<file path="src/rtl/core/planar_tensor_minmax_to_bgr8_unit_defines.svh">
// ----------------------------------------------------------------------------
// Assertion macros for the min-max stretch unit
// Each macro wraps one concurrent assertion with a clock and a reset; the
// bodies are left empty when SYNTH is defined.
// ----------------------------------------------------------------------------
`ifndef PLANAR_TENSOR_MINMAX_TO_BGR8_UNIT_DEFINES_SVH
`define PLANAR_TENSOR_MINMAX_TO_BGR8_UNIT_DEFINES_SVH

`ifndef SYNTH
// Same-cycle implication.
`define PTMM_ASSERT_IMP(lbl, clk, rst, ante, cons) \
   lbl: assert property (@(posedge clk) disable iff (rst) (ante) |-> (cons)) \
      else $error("assertion failed");
// Next-cycle implication.
`define PTMM_ASSERT_NXT(lbl, clk, rst, ante, cons) \
   lbl: assert property (@(posedge clk) disable iff (rst) (ante) |=> (cons)) \
      else $error("assertion failed");
`else
`define PTMM_ASSERT_IMP(lbl, clk, rst, ante, cons)
`define PTMM_ASSERT_NXT(lbl, clk, rst, ante, cons)
`endif

`endif

</file>
<file path="src/rtl/core/ptmm_posdiv.sv">
// ----------------------------------------------------------------------------
// ptmm_posdiv
// Restoring divider that splits a linear read position into row and column,
// one quotient bit per cycle.
// ----------------------------------------------------------------------------
module ptmm_posdiv #(
   parameter int DIVIDEND_W = 17,
   parameter int DIVISOR_W  = 9
) (
   input  logic                  clock,
   input  logic                  reset,
   input  logic                  start,
   input  logic [DIVIDEND_W-1:0] dividend,
   input  logic [DIVISOR_W-1:0]  divisor,
   output logic [DIVIDEND_W-1:0] quotient,
   output logic [DIVISOR_W-1:0]  remainder,
   output logic                  done
);

   localparam int CNW = $clog2(DIVIDEND_W + 1);

   logic                  busy_ff, busy_in;
   logic                  done_ff, done_in;
   logic [CNW-1:0]        cnt_ff, cnt_in;
   logic [DIVIDEND_W-1:0] quo_ff, quo_in;
   logic [DIVISOR_W-1:0]  rem_ff, rem_in;
   logic [DIVISOR_W-1:0]  div_ff, div_in;
   logic [DIVISOR_W:0]    shifted;
   logic [DIVISOR_W:0]    diff;

   // One shift-and-subtract step.
   always_comb begin
      shifted = {rem_ff, quo_ff[DIVIDEND_W-1]};
      diff    = shifted - {1'b0, div_ff};
   end

   always_comb begin
      busy_in = busy_ff;
      done_in = 1'b0;
      cnt_in  = cnt_ff;
      quo_in  = quo_ff;
      rem_in  = rem_ff;
      div_in  = div_ff;
      if (start) begin
         busy_in = 1'b1;
         cnt_in  = CNW'(DIVIDEND_W);
         quo_in  = dividend;
         rem_in  = '0;
         div_in  = divisor;
      end else if (busy_ff) begin
         if (shifted >= {1'b0, div_ff}) begin
            rem_in = diff[DIVISOR_W-1:0];
            quo_in = {quo_ff[DIVIDEND_W-2:0], 1'b1};
         end else begin
            rem_in = shifted[DIVISOR_W-1:0];
            quo_in = {quo_ff[DIVIDEND_W-2:0], 1'b0};
         end
         cnt_in = cnt_ff - CNW'(1);
         if (cnt_ff == CNW'(1)) begin
            busy_in = 1'b0;
            done_in = 1'b1;
         end
      end
   end

   always_ff @(posedge clock) begin
      if (reset) begin
         busy_ff <= 1'b0;
         done_ff <= 1'b0;
      end else begin
         busy_ff <= busy_in;
         done_ff <= done_in;
      end
      cnt_ff <= cnt_in;
      quo_ff <= quo_in;
      rem_ff <= rem_in;
      div_ff <= div_in;
   end

   assign quotient  = quo_ff;
   assign remainder = rem_ff;
   assign done      = done_ff;

endmodule

</file>
<file path="config.mk">
export PLATFORM = sky130hd
export DESIGN_NAME = ptmm_posdiv
export DESIGN_NICKNAME = d
export VERILOG_FILES = /design/src/rtl/core/planar_tensor_minmax_to_bgr8_unit_defines.svh /design/src/rtl/core/ptmm_posdiv.sv
export SDC_FILE = /design/constraint.sdc
export NUM_CORES = 1
export LEC_CHECK = 0
export ABC_AREA = 1
export BUFFER_PORTS_ARGS = -buffer_cell sky130_fd_sc_hd__buf_2
export CAP_MARGIN = 25
export CORE_AREA = 2 2 89 65
export DETAILED_ROUTE_END_ITERATION = 10
export DIE_AREA = 0 0 91 67
export PLACE_DENSITY = 0.71
export REMOVE_ABC_BUFFERS = 1
export SETUP_SLACK_MARGIN = 0.1
export SYNTH_ARGS = -nofsm -noshare
export SYNTH_HDL_FRONTEND = slang
export SYNTH_SLANG_ARGS = --single-unit
</file>
<file path="constraint.sdc">
create_clock -name clock -period 2.1 [get_ports clock]
set_clock_uncertainty 0.2 [all_clocks]
set_input_delay 0.105 -clock clock [delete_from_list [all_inputs] [get_ports clock]]
set_output_delay 0.105 -clock clock [all_outputs]
set_load 0.02 [all_outputs]
</file>
==> summary.md <==
| Metric | Value |
|---|---|
| Vias in the first global route | 2071 |
| Share of total power consumed by net switching | 29.20% |
| Critical path buffer and inverter count | 3 |
| Internal Dissipation | approximately 1400 uW |
| Die span in y | roughly 67 um |
| Clock-pin slew of the registers on the worst-case setup and hold paths | around 0.080 ns |
| Pre-antenna DRT Iters | 4 |
| Layout Nets | approximately 430 |
| Max-slew violations | 0 |
| Leakage Power | 0.001708 uW |
| Proportion of register bits with asynchronous set or reset after synthesis | 0% |
| Total DRC errors in the routed layout | 0 |
| Post-synthesis cell area | around 2300 um2 |
| Top cells by area, synth | sky130_fd_sc_hd__edfxtp_1, sky130_fd_sc_hd__nand2_1, sky130_fd_sc_hd__dfxtp_1 |
| Dominant cell type by area after synthesis | sky130_fd_sc_hd__edfxtp_1 |
| Initial antenna violation count | 0 |
| Req. time, crit path | around 2.1 ns |
| Final estimated routing congestion in global placement | approximately 0.88 |
| Clk network pwr share | 25.2% |
| Net switching power | around 570 uW |
| Register bit total from synthesis | 42 |
| Pin count of the biggest net entering global routing | 29 |
| Post-DR vias/cell | approximately 4.6 |
| Width of the die | 91 um |
| Total via count in the routed design | approximately 2100 |
| Max-Slew Margin vs Limit | a little over two fifths |
| Result of the run | finished, final reports clean |
| WL/cell | approximately 13 um |
| Detailed-placement wirelength estimate | ~3.7 mm |
| Relative contribution of combinational cells to total power | 24.3% |
| Critical-path cell list | inv_2 > ha_4 > inv_2 > fa_2 > nand4_4 > nand2_4 > nand2_8 > buf_6 > nand3_2 > nand3_1 > nand2_1 |
| Count of synthesis-stage warnings from yosys | 0 |
| Highest fanout seen on the critical path | 5 |
| Startpoint type of the worst setup path | flip-flop |
| Number of standard-cell rows in the floorplan | 22 |
| Post-synthesis cell count | 284 |
| Sequential fraction of design power | between 50% and 60% |
| CP top delay family | adder cells |
| Die Footprint | a little over 6000 um2 |
| Final std cell area, no fill | about 3300 um2 |
| Final antenna diode count | 0 |
| Core box area | a little over 5000 um2 |
| Total wire length after detailed routing | 5.821 mm |
| Standard cell with the maximum stage delay on the critical path | sky130_fd_sc_hd__edfxtp_1 |
| Depth of the CTS H-tree | 2 |
| Min-Delay Path Depth | 4 |
| Timing-limited maximum frequency | between 500 and 600 MHz |
| Most frequent cells in the layout | sky130_fd_sc_hd__nand2_1, sky130_fd_sc_hd__buf_2, sky130_fd_sc_hd__inv_1, sky130_fd_sc_hd__dlygate4sd3_1, sky130_fd_sc_hd__edfxtp_1 |
| Fraction of layout instances using a drive strength above 1 | 30.39% |
| Area growth from synthesis to layout | 42.90% |
| Worst IR Drop VDD | 0.0003837 V |
| GRT overflow | 0 |
| Starting DRC count in detailed routing | between 100 and 150 |
| Slack of the worst reg-to-reg path | between 0.1 and 0.15 ns |
| Minimum period implied by the final worst setup slack | 1.976 ns |
| Worst Reg-to-Reg Cells | 11 |
| Endpoints failing setup | 0 |
| Clock tree root buffer cell | sky130_fd_sc_hd__clkbuf_8 |
| Wire length of the first global-routing pass | between 9 and 10 mm |
| Total power density per cell area | around 590 nW/um2 |
| Sinks on Clock Net | 42 |
| Number of enable flip-flop cells after synthesis | 26 |
| Most used cell, CP | sky130_fd_sc_hd__inv_2 |
| Unique masters post-synth | 27 |
| Kind of end point of the critical path | flip-flop |
| Clock tree from TritonCTS | built |
| Count of buffers from port buffering | between 50 and 60 |
| Clock buffer count from CTS | 5 |
| Final hold slack | between 0.1 and 0.15 ns |
| Hold/Removal Path Class | in2reg |
| Area share of the leading cell type in the synthesized netlist | 33.84% |
| Antenna violation net count after detailed routing | 0 |
| Source-to-sink clock delay at the later pin of the worst-skew pair | ~0.29 ns |
| Slew at the pin closest to its max-slew limit | approximately 0.84 ns |
| Io pins | 56 |
| Final hold violation count | 0 |
| Stage delay of the slowest cell on the critical path | roughly 0.41 ns |
| Proportion of synthesized chip area in sequential cells | approximately 48% |
| Global router's overall resource usage | 19.78% |
| Category of the critical setup timing path | reg2reg |
| Placement-stage cell area | between 2000 and 3000 um2 |
| Levels on crit path | 11 |
| Count of maximum capacitance violations | 0 |
| Maximum buffer depth of the clock tree | 2 |
| Starting density of the core | around 45% |
| Data arrival time of the critical path | 1.97 ns |
| Most used flip-flop cell after synthesis | sky130_fd_sc_hd__edfxtp_1 |
| Most common cell after layout, fill and taps aside | sky130_fd_sc_hd__nand2_1 |
| Mean cell area of the mapped netlist | between 8 and 9 um2 |
| RSZ-0062 raised after global routing | yes |
| Final period utilization | roughly 94% |
==> metrics by stage <==
| stage | TNS, ns | util (%) | cells | setup WS, ns | power, uW |
|---|---|---|---|---|---|
| CTS | 0 | 60.35 | 454 | 0.1000 | 1902 |
| finish | 0 | 63.71 | 457 | 0.1236 | 1951 |
| detailed placement | -0.003364 | 52.13 | 413 | -0.003364 | 1359 |
| floorplan | -0.8768 | - | 276 | -0.1005 | 1226 |
| global route | 0 | 63.71 | 457 | 0.02325 | 2053 |
| global placement | 0 | 52.13 | 413 | 0.06394 | 1354 |
==> flip-flops by register name (all words and copies together) (netlist names) <==
register,cells
busy_ff,1
cnt_ff,5
done,1
div_ff,9
quotient,17
remainder,9
==> cell usage after synthesis, types with 3 or more instances <==
cell / instances
sky130_fd_sc_hd__nand2_2: 5
sky130_fd_sc_hd__nor3_1: 3
sky130_fd_sc_hd__nand2_1: 112
sky130_fd_sc_hd__nand3_1: 19
sky130_fd_sc_hd__nor2_1: 11
sky130_fd_sc_hd__a21oi_1: 6
sky130_fd_sc_hd__ha_1: 11
sky130_fd_sc_hd__clkbuf_1: 4
sky130_fd_sc_hd__o21ai_0: 3
sky130_fd_sc_hd__inv_1: 40
sky130_fd_sc_hd__dfxtp_1: 16
sky130_fd_sc_hd__nand3_2: 9
sky130_fd_sc_hd__xnor2_1: 3
sky130_fd_sc_hd__edfxtp_1: 26
==> metal layers <==
metal	vias to the layer above	GRT usage (%)	wire length, um
met4	0	4.924	44
met1	951	27.00	2799
met2	55	32.31	2661
li1	1096	-	-
met3	7	4.186	316
met5	-	0	0
==> final timing paths <==
kind,startpoint,to
max,quotient[16],remainder[1]
min,start,remainder[7]
max reg2reg,quotient[16],remainder[1]
min reg2reg,cnt_ff[4],cnt_ff[4]
==> worst reg2reg max path: cells and delay by family (launching register included) <==
family,cells,cell delay (ns)
AND/OR/NAND/NOR,6,0.49
flip-flops,1,0.41
adder cells (fa/ha/maj),2,0.52
buffers and inverters,3,0.27
==> cells by family (layout without fill, tap and decap cells) <==
family | after synthesis | in the layout | share of synthesized area, %
simple gates | 167 | 167 | 32.86
buf+inv | 49 | 150 | 8.839
flops | 42 | 42 | 47.72
fa+ha+maj | 12 | 12 | 6.833
compound gates | 11 | 11 | 2.603
xor+xnor | 3 | 3 | 1.139
==> repair_timing <==
action                                 in CTS  in global routing
setup buffers                               6                  3
hold buffers                               27                  0
setup endpoints to repair                  10                 10
pin swaps                                   1                  6
resized for setup                           7                 27
endpoints found under the hold margin      28                  0
==> power by group through the flow <==
stage          sequential (uW)  clock, uW  combinational, uW
2_1_floorplan             1050          0                181
3_3_place_gp               999          0                354
3_5_place_dp              1000          0                359
4_1_cts                    983        501                418
5_1_grt                    994        538                521
6_report                   984        492                474
==> area by class of cell <==
type                    count  area [um2]
clock inverters             3       11.26
fillers                   439        1878
flip-flops and latches     42        1101
clock buffers               5       68.82
inverters                  41       153.9
repair buffers            101       699.4
well taps                  72       90.09
multi-input cells         193        1172
(Power assumes the default switching activity.)
