File: src/rtl/core/planar_tensor_minmax_to_bgr8_unit_defines.svh
// ----------------------------------------------------------------------------
// Assertion macros for the min-max stretch unit
// Each macro wraps one concurrent assertion with a clock and a reset; the
// bodies are left empty when SYNTH is defined.
// ----------------------------------------------------------------------------
`ifndef PLANAR_TENSOR_MINMAX_TO_BGR8_UNIT_DEFINES_SVH
`define PLANAR_TENSOR_MINMAX_TO_BGR8_UNIT_DEFINES_SVH

`ifndef SYNTH
// Same-cycle implication.
`define PTMM_ASSERT_IMP(lbl, clk, rst, ante, cons) \
   lbl: assert property (@(posedge clk) disable iff (rst) (ante) |-> (cons)) \
      else $error("assertion failed");
// Next-cycle implication.
`define PTMM_ASSERT_NXT(lbl, clk, rst, ante, cons) \
   lbl: assert property (@(posedge clk) disable iff (rst) (ante) |=> (cons)) \
      else $error("assertion failed");
`else
`define PTMM_ASSERT_IMP(lbl, clk, rst, ante, cons)
`define PTMM_ASSERT_NXT(lbl, clk, rst, ante, cons)
`endif

`endif

File: src/rtl/core/ptmm_pkg.sv
// ----------------------------------------------------------------------------
// ptmm_pkg
// Shared types and constants of the min-max stretch to BGR byte unit.
// ----------------------------------------------------------------------------
package ptmm_pkg;

   // Default frame store geometry.
   localparam int DEF_MAX_WIDTH  = 256;
   localparam int DEF_MAX_HEIGHT = 256;

   // Field widths.
   localparam int VAL_W      = 24;
   localparam int BYTE_W     = 8;
   localparam int CSR_IDX_W  = 3;
   localparam int CSR_DATA_W = 9;

   // Value 1.0 in Q8.16 and the signed 24-bit extremes.
   localparam logic signed [VAL_W-1:0] Q_ONE   = 24'sd65536;
   localparam logic signed [VAL_W-1:0] VAL_MAX = 24'sh7FFFFF;
   localparam logic signed [VAL_W-1:0] VAL_MIN = 24'sh800000;

   // Request codes.
   localparam logic REQ_LOAD = 1'b0;
   localparam logic REQ_READ = 1'b1;

   // Register indexes.
   localparam logic [CSR_IDX_W-1:0] CSR_TENSOR_WIDTH  = 3'd0;
   localparam logic [CSR_IDX_W-1:0] CSR_TENSOR_HEIGHT = 3'd1;
   localparam logic [CSR_IDX_W-1:0] CSR_CROP_COLUMNS  = 3'd2;
   localparam logic [CSR_IDX_W-1:0] CSR_CROP_ROWS     = 3'd3;
   localparam logic [CSR_IDX_W-1:0] CSR_NORM_ENABLE   = 3'd4;

   // Register reset values.
   localparam logic [CSR_DATA_W-1:0] RST_SIZE = 9'd256;

   // Control sequencer states.
   typedef enum logic [2:0] {
      ST_IDLE,
      ST_FETCH,
      ST_CONV,
      ST_OUT,
      ST_SYNC
   } state_type;

   // One stored pixel.
   typedef struct packed {
      logic signed [VAL_W-1:0] red;
      logic signed [VAL_W-1:0] green;
      logic signed [VAL_W-1:0] blue;
   } pixel_type;

   // Frame range handed to each conversion lane.
   typedef struct packed {
      logic signed [VAL_W-1:0] smallest;
      logic signed [VAL_W-1:0] largest;
      logic                    stretch;
   } range_type;

endpackage

File: src/rtl/core/ptmm_lane.sv
// ----------------------------------------------------------------------------
// ptmm_lane
// One channel converter: clamp-and-scale or min-max stretch to a byte, the
// stretch quotient found by an 8-step restoring divider.
// ----------------------------------------------------------------------------
module ptmm_lane (
   input  logic                                clock,
   input  logic                                reset,
   input  logic                                start,
   input  logic signed [ptmm_pkg::VAL_W-1:0]   value,
   input  ptmm_pkg::range_type                 rng,
   output logic [ptmm_pkg::BYTE_W-1:0]         pix_byte,
   output logic                                done
);

   logic        busy_ff, busy_in;
   logic        done_ff, done_in;
   logic        div_ff, div_in;
   logic [2:0]  step_ff, step_in;
   logic [33:0] rem_ff, rem_in;
   logic [24:0] den_ff, den_in;
   logic [7:0]  quo_ff, quo_in;

   logic signed [24:0] t_val;
   logic signed [24:0] span;
   logic [25:0]        prod;
   logic [33:0]        numer;
   logic [34:0]        den_sh;
   logic [34:0]        trial;

   // Offsets from the frame minimum and the clamp-path product.
   always_comb begin
      t_val  = {value[23], value} - {rng.smallest[23], rng.smallest};
      span   = {rng.largest[23], rng.largest} - {rng.smallest[23], rng.smallest};
      prod   = ({9'd0, value[16:0]} << 8) - {9'd0, value[16:0]} + 26'd32768;
      numer  = ({10'd0, t_val[23:0]} << 9) - ({10'd0, t_val[23:0]} << 1)
               + {10'd0, span[23:0]};
      den_sh = {10'd0, den_ff} << step_ff;
      trial  = {1'b0, rem_ff} - den_sh;
   end

   // Classification at start, then one quotient bit per cycle.
   always_comb begin
      busy_in = busy_ff;
      done_in = 1'b0;
      div_in  = div_ff;
      step_in = step_ff;
      rem_in  = rem_ff;
      den_in  = den_ff;
      quo_in  = quo_ff;
      if (start) begin
         busy_in = 1'b1;
         step_in = 3'd7;
         div_in  = 1'b0;
         rem_in  = numer;
         den_in  = {span[23:0], 1'b0};
         quo_in  = 8'd0;
         if (rng.stretch) begin
            if (span <= 25'sd0 || t_val <= 25'sd0) begin
               quo_in = 8'd0;
            end else if (t_val >= span) begin
               quo_in = 8'd255;
            end else begin
               div_in = 1'b1;
            end
         end else begin
            if (value <= 24'sd0) begin
               quo_in = 8'd0;
            end else if (value >= ptmm_pkg::Q_ONE) begin
               quo_in = 8'd255;
            end else begin
               quo_in = prod[23:16];
            end
         end
      end else if (busy_ff) begin
         if (div_ff && !trial[34]) begin
            rem_in          = trial[33:0];
            quo_in[step_ff] = 1'b1;
         end
         if (step_ff == 3'd0) begin
            busy_in = 1'b0;
            done_in = 1'b1;
         end else begin
            step_in = step_ff - 3'd1;
         end
      end
   end

   always_ff @(posedge clock) begin
      if (reset) begin
         busy_ff <= 1'b0;
         done_ff <= 1'b0;
      end else begin
         busy_ff <= busy_in;
         done_ff <= done_in;
      end
      div_ff  <= div_in;
      step_ff <= step_in;
      rem_ff  <= rem_in;
      den_ff  <= den_in;
      quo_ff  <= quo_in;
   end

   assign pix_byte = quo_ff;
   assign done     = done_ff;

endmodule

File: config.mk
export PLATFORM = sky130hd
export DESIGN_NAME = ptmm_lane
export DESIGN_NICKNAME = d
export VERILOG_FILES = /design/src/rtl/core/planar_tensor_minmax_to_bgr8_unit_defines.svh /design/src/rtl/core/ptmm_pkg.sv /design/src/rtl/core/ptmm_lane.sv
export SDC_FILE = /design/constraint.sdc
export NUM_CORES = 1
export LEC_CHECK = 0
export ABC_CLOCK_PERIOD_IN_PS = 7050
export BUFFER_PORTS_ARGS = -buffer_cell sky130_fd_sc_hd__buf_2
export CORE_ASPECT_RATIO = 0.7
export CORE_MARGIN = 5
export CORE_UTILIZATION = 53
export DETAILED_ROUTE_END_ITERATION = 6
export GPL_TIMING_DRIVEN = 0
export PLACE_DENSITY = 0.74
export SLEW_MARGIN = 0
export SYNTH_ARGS = -nofsm -noshare
export SYNTH_HDL_FRONTEND = slang
export SYNTH_SLANG_ARGS = --single-unit
File: constraint.sdc
create_clock -name clock -period 7.05 [get_ports clock]
set_input_delay 1.41 -clock clock [delete_from_list [all_inputs] [get_ports clock]]
set_output_delay 1.41 -clock clock [all_outputs]
set_load 0.01 [all_outputs]
==> flow_metrics.py <==
metrics = {
    "run_status": {
        "status": "finished with violations",
        "violations": "design-rule violations",
    },
    "global_routing": {
        "grt_max_degree": 27,
        "grt_overflow_total": 0,
        "grt_first_pass_wirelength_mm": 54.0,
        "grt_pass1_vias": 10100,
        "met2_usage_pct": 38.5,
        "grt_use_met1_pct": 42.2,
        "grt_antenna_before_repair": 0,
        "grt_usage_pct": 27.8,
        "grt_util_met3_pct": 9.25,
        "gr-max-usage-layer": "met1",
    },
    "synthesis": {
        "syn_inst": 1352,
        "netlist_area_um2": 11200,
        "synth_edf_count": 66,
        "syn-num-nets": 1607,
        "async_flop_share_pct": 0,
        "synth_cell_types": 90,
        "synth.avg_cell_area_um2": 8.29,
        "synth_seq_cells": 71,
        "yosys_warnings": 0,
        "ys_seq_area_share_pct": 18.6,
        "synth_flop_cell": "edfxtp_1",
    },
    "power": {
        "vdd_drop_max_v": 0.000177,
        "power_per_cell_area_nw_per_um2": 356,
        "leakagePower_nw": 5.81,
    },
    "route": {
        "routed-via-count": 11000,
        "ant_nets": 0,
        "routedWlPerCell_um": 20.4,
        "drc": 2,
        "vias_per_cell": 6.32,
        "dr.pass1.iters": 7,
        "drtIter0Drc": 1368,
        "wirelength_mm": 35.6,
    },
    "die": {
        "die_y_um": 132,
        "rows": 44,
        "floorplan.initialDensity_pct": 54.0,
        "core_um2": 20800,
        "fp.dieW_um": 184,
        "io_pins": 85,
        "die-area_um2": 24200,
    },
    "placed_design": {
        "gp_congestion": 1.01,
        "dpl-instance-area_um2": 12000,
        "hpwl_mm": 28.4,
        "dp_slack_ns": -1.03,
        "numPortBuffers": 84,
    },
    "setup_path": {
        "cp-start-kind": "input pin",
        "critPathRequiredTime_ns": 7.12,
        "worstPathMaxFanout": 9,
        "arrival_ns": 7.01,
        "crit_path_end_kind": "register",
        "worstSetupPathType": "input pin to register",
    },
    "timing": {
        "finalHoldViolations": 0,
        "maxSlewHeadroom_pct": 23.7,
        "fmax_ghz": 0.144,
        "min_period_ns": 6.94,
        "worst_slack_ns": 0.110,
        "setup_viol": 0,
        "holdWs_ns": 0.568,
        "fin_skew_ns": 0.0142,
        "timing.final.crit_share_pct": 98.4,
        "slew_viol_final": 0,
        "tightest_slew_ns": 1.14,
    },
    "layout": {
        "layout_commonest_cell": "ha_1",
        "fin_area_um2": 12600,
        "antenna_cells": 0,
        "finish.utilization_pct": 60.9,
        "drive_above_1_share_pct": 13.9,
        "layout_common_cells": "ha_1, inv_1, a21oi_1",
        "syn_to_final_growth_pct": 12.8,
        "fin_nets": 1720,
    },
    "job": {
        "cap_violations": 0,
    },
    "cts": {
        "cts_hold_buffers": 0,
        "clk_path_buf_depth": 2,
        "clock_sinks": 71,
        "cts_tree": "yes",
        "htreeDepth": 3,
        "clk_latency_ns": 0.35,
        "numCtsBuffers": 9,
        "path_clk_slew_ns": 0.07,
        "root_buffer": "clkbuf_16",
    },
    "min_path": {
        "hp-class": "register to register",
    },
}
-- metal layers --
| layer | wire length [um] | vias up |
|---|---|---|
| li1 | - | 5261 |
| met1 | 16700 | 5147 |
| met2 | 14300 | 566 |
| met3 | 4090 | 63 |
| met4 | 525 | 0 |
| met5 | 0 | - |
-- kinds of logic (layout without fill, tap and decap cells) --
group,count (synthesis),after routing,share of synthesized area [%]
AOI/OAI and AO/OA,428,428,25.4
xor gates and xnor gates,94,94,7.35
adders and majority gates,179,179,20.7
buffers and inverters,161,279,5.42
DFF,71,71,18.6
muxes,45,45,5.09
and+or+nand+nor,374,374,17.4
-- worst max-delay path, cell delays in order --
cell and delay [ns]:
buf_2 0.14, inv_1 0.06, ha_2 0.18, inv_1 0.08, fa_2 0.23, a21oi_2 0.07
a2bb2oi_2 0.18, buf_4 0.15, a2111o_1 0.50, buf_4 0.18, a21oi_2 0.26, nor4b_1 0.11
nor3b_2 0.59, ha_1 0.45, nand4_1 0.15, or4_1 0.44, nor4b_1 0.46, o2111ai_1 0.33
nor4_1 0.47, nor3_1 0.26, nand3_1 0.15, o211ai_1 0.14
-- metrics by stage --
step / cells / power, mW / TNS, ns
after detailed placement: 1713 / 3.79 / -6.27
final: 1746 / 4.50 / 0
after floorplan: 1352 / 3.09 / 0
after global placement: 1712 / 3.71 / -123.79
after CTS: 1733 / 4.29 / -0.0594
after global routing: 1746 / 4.87 / -0.314
-- path summary, 6_finish.rpt --
check,start,end,slack [ns],cells after the start
worst min register to register,busy_ff$_SDFF_PP0_,done$_SDFF_PP0_,0.57,1
worst max-delay path,value[0],pix_byte[7]$_DFFE_PP_,0.11,22
worst max register to register,step_ff[0]$_SDFFE_PP1P_,rem_ff[6]$_DFFE_PP_,0.93,17
worst min-delay path,busy_ff$_SDFF_PP0_,done$_SDFF_PP0_,0.57,1
-- sequential cells by signal (all words and copies together), names as in the netlist --
name and count:
pix_byte 8, done 1, step_ff 3, den_ff 24, div_ff 1, rem_ff 33
busy_ff 1
-- cells in the mapped netlist (10+ instances only) --
cell type	count	area share (%)
ha_1	168	19
nor2b_1	19	1.1
inv_1	125	4.2
a21o_1	50	3.4
mux2i_1	30	2.7
nand2_1	89	3.0
and2_1	14	0.78
a211oi_1	24	1.6
clkbuf_1	29	0.97
xnor2_1	58	4.5
or4_1	13	0.87
a31oi_1	10	0.56
o31ai_1	11	0.74
nor2_1	92	3.1
o211ai_1	13	0.87
a21oi_1	125	5.6
o21ai_0	76	3.4
nand3_1	29	1.3
nor3_1	22	0.98
fa_1	11	2.0
nand4_1	13	0.73
o21a_1	25	1.7
or3_1	13	0.73
nand2b_1	21	1.2
edfxtp_1	66	18
xor2_1	36	2.8
-- layout make-up --
| cell class | count | area [um^2] |
|---|---|---|
| Multi-Input combinational cell | 1120 | 8760 |
| Fill cell | 1818 | 8120 |
| Sequential cell | 71 | 2080 |
| Timing Repair Buffer | 105 | 588 |
| Inverter | 127 | 477 |
| Tap cell | 276 | 345 |
| Clock buffer | 10 | 229 |
| Buffer | 31 | 118 |
| Clock inverter | 6 | 37.5 |
-- power by group --
| part | switching, mW | internal (mW) | total, mW |
|---|---|---|---|
| Sequential | 0.0722 | 0.677 | 0.749 |
| Clock | 0.197 | 0.237 | 0.434 |
| Combinational | 1.91 | 1.41 | 3.32 |
-- what timing repair did --
item | 4_1_cts | 5_1_grt
gates resized for setup | 12 | 33
endpoints found under the setup margin | 9 | 15
setup buffers | 4 | 15
pin swaps | 3 | 27
Note: power is estimated with default switching activity, not from simulation.
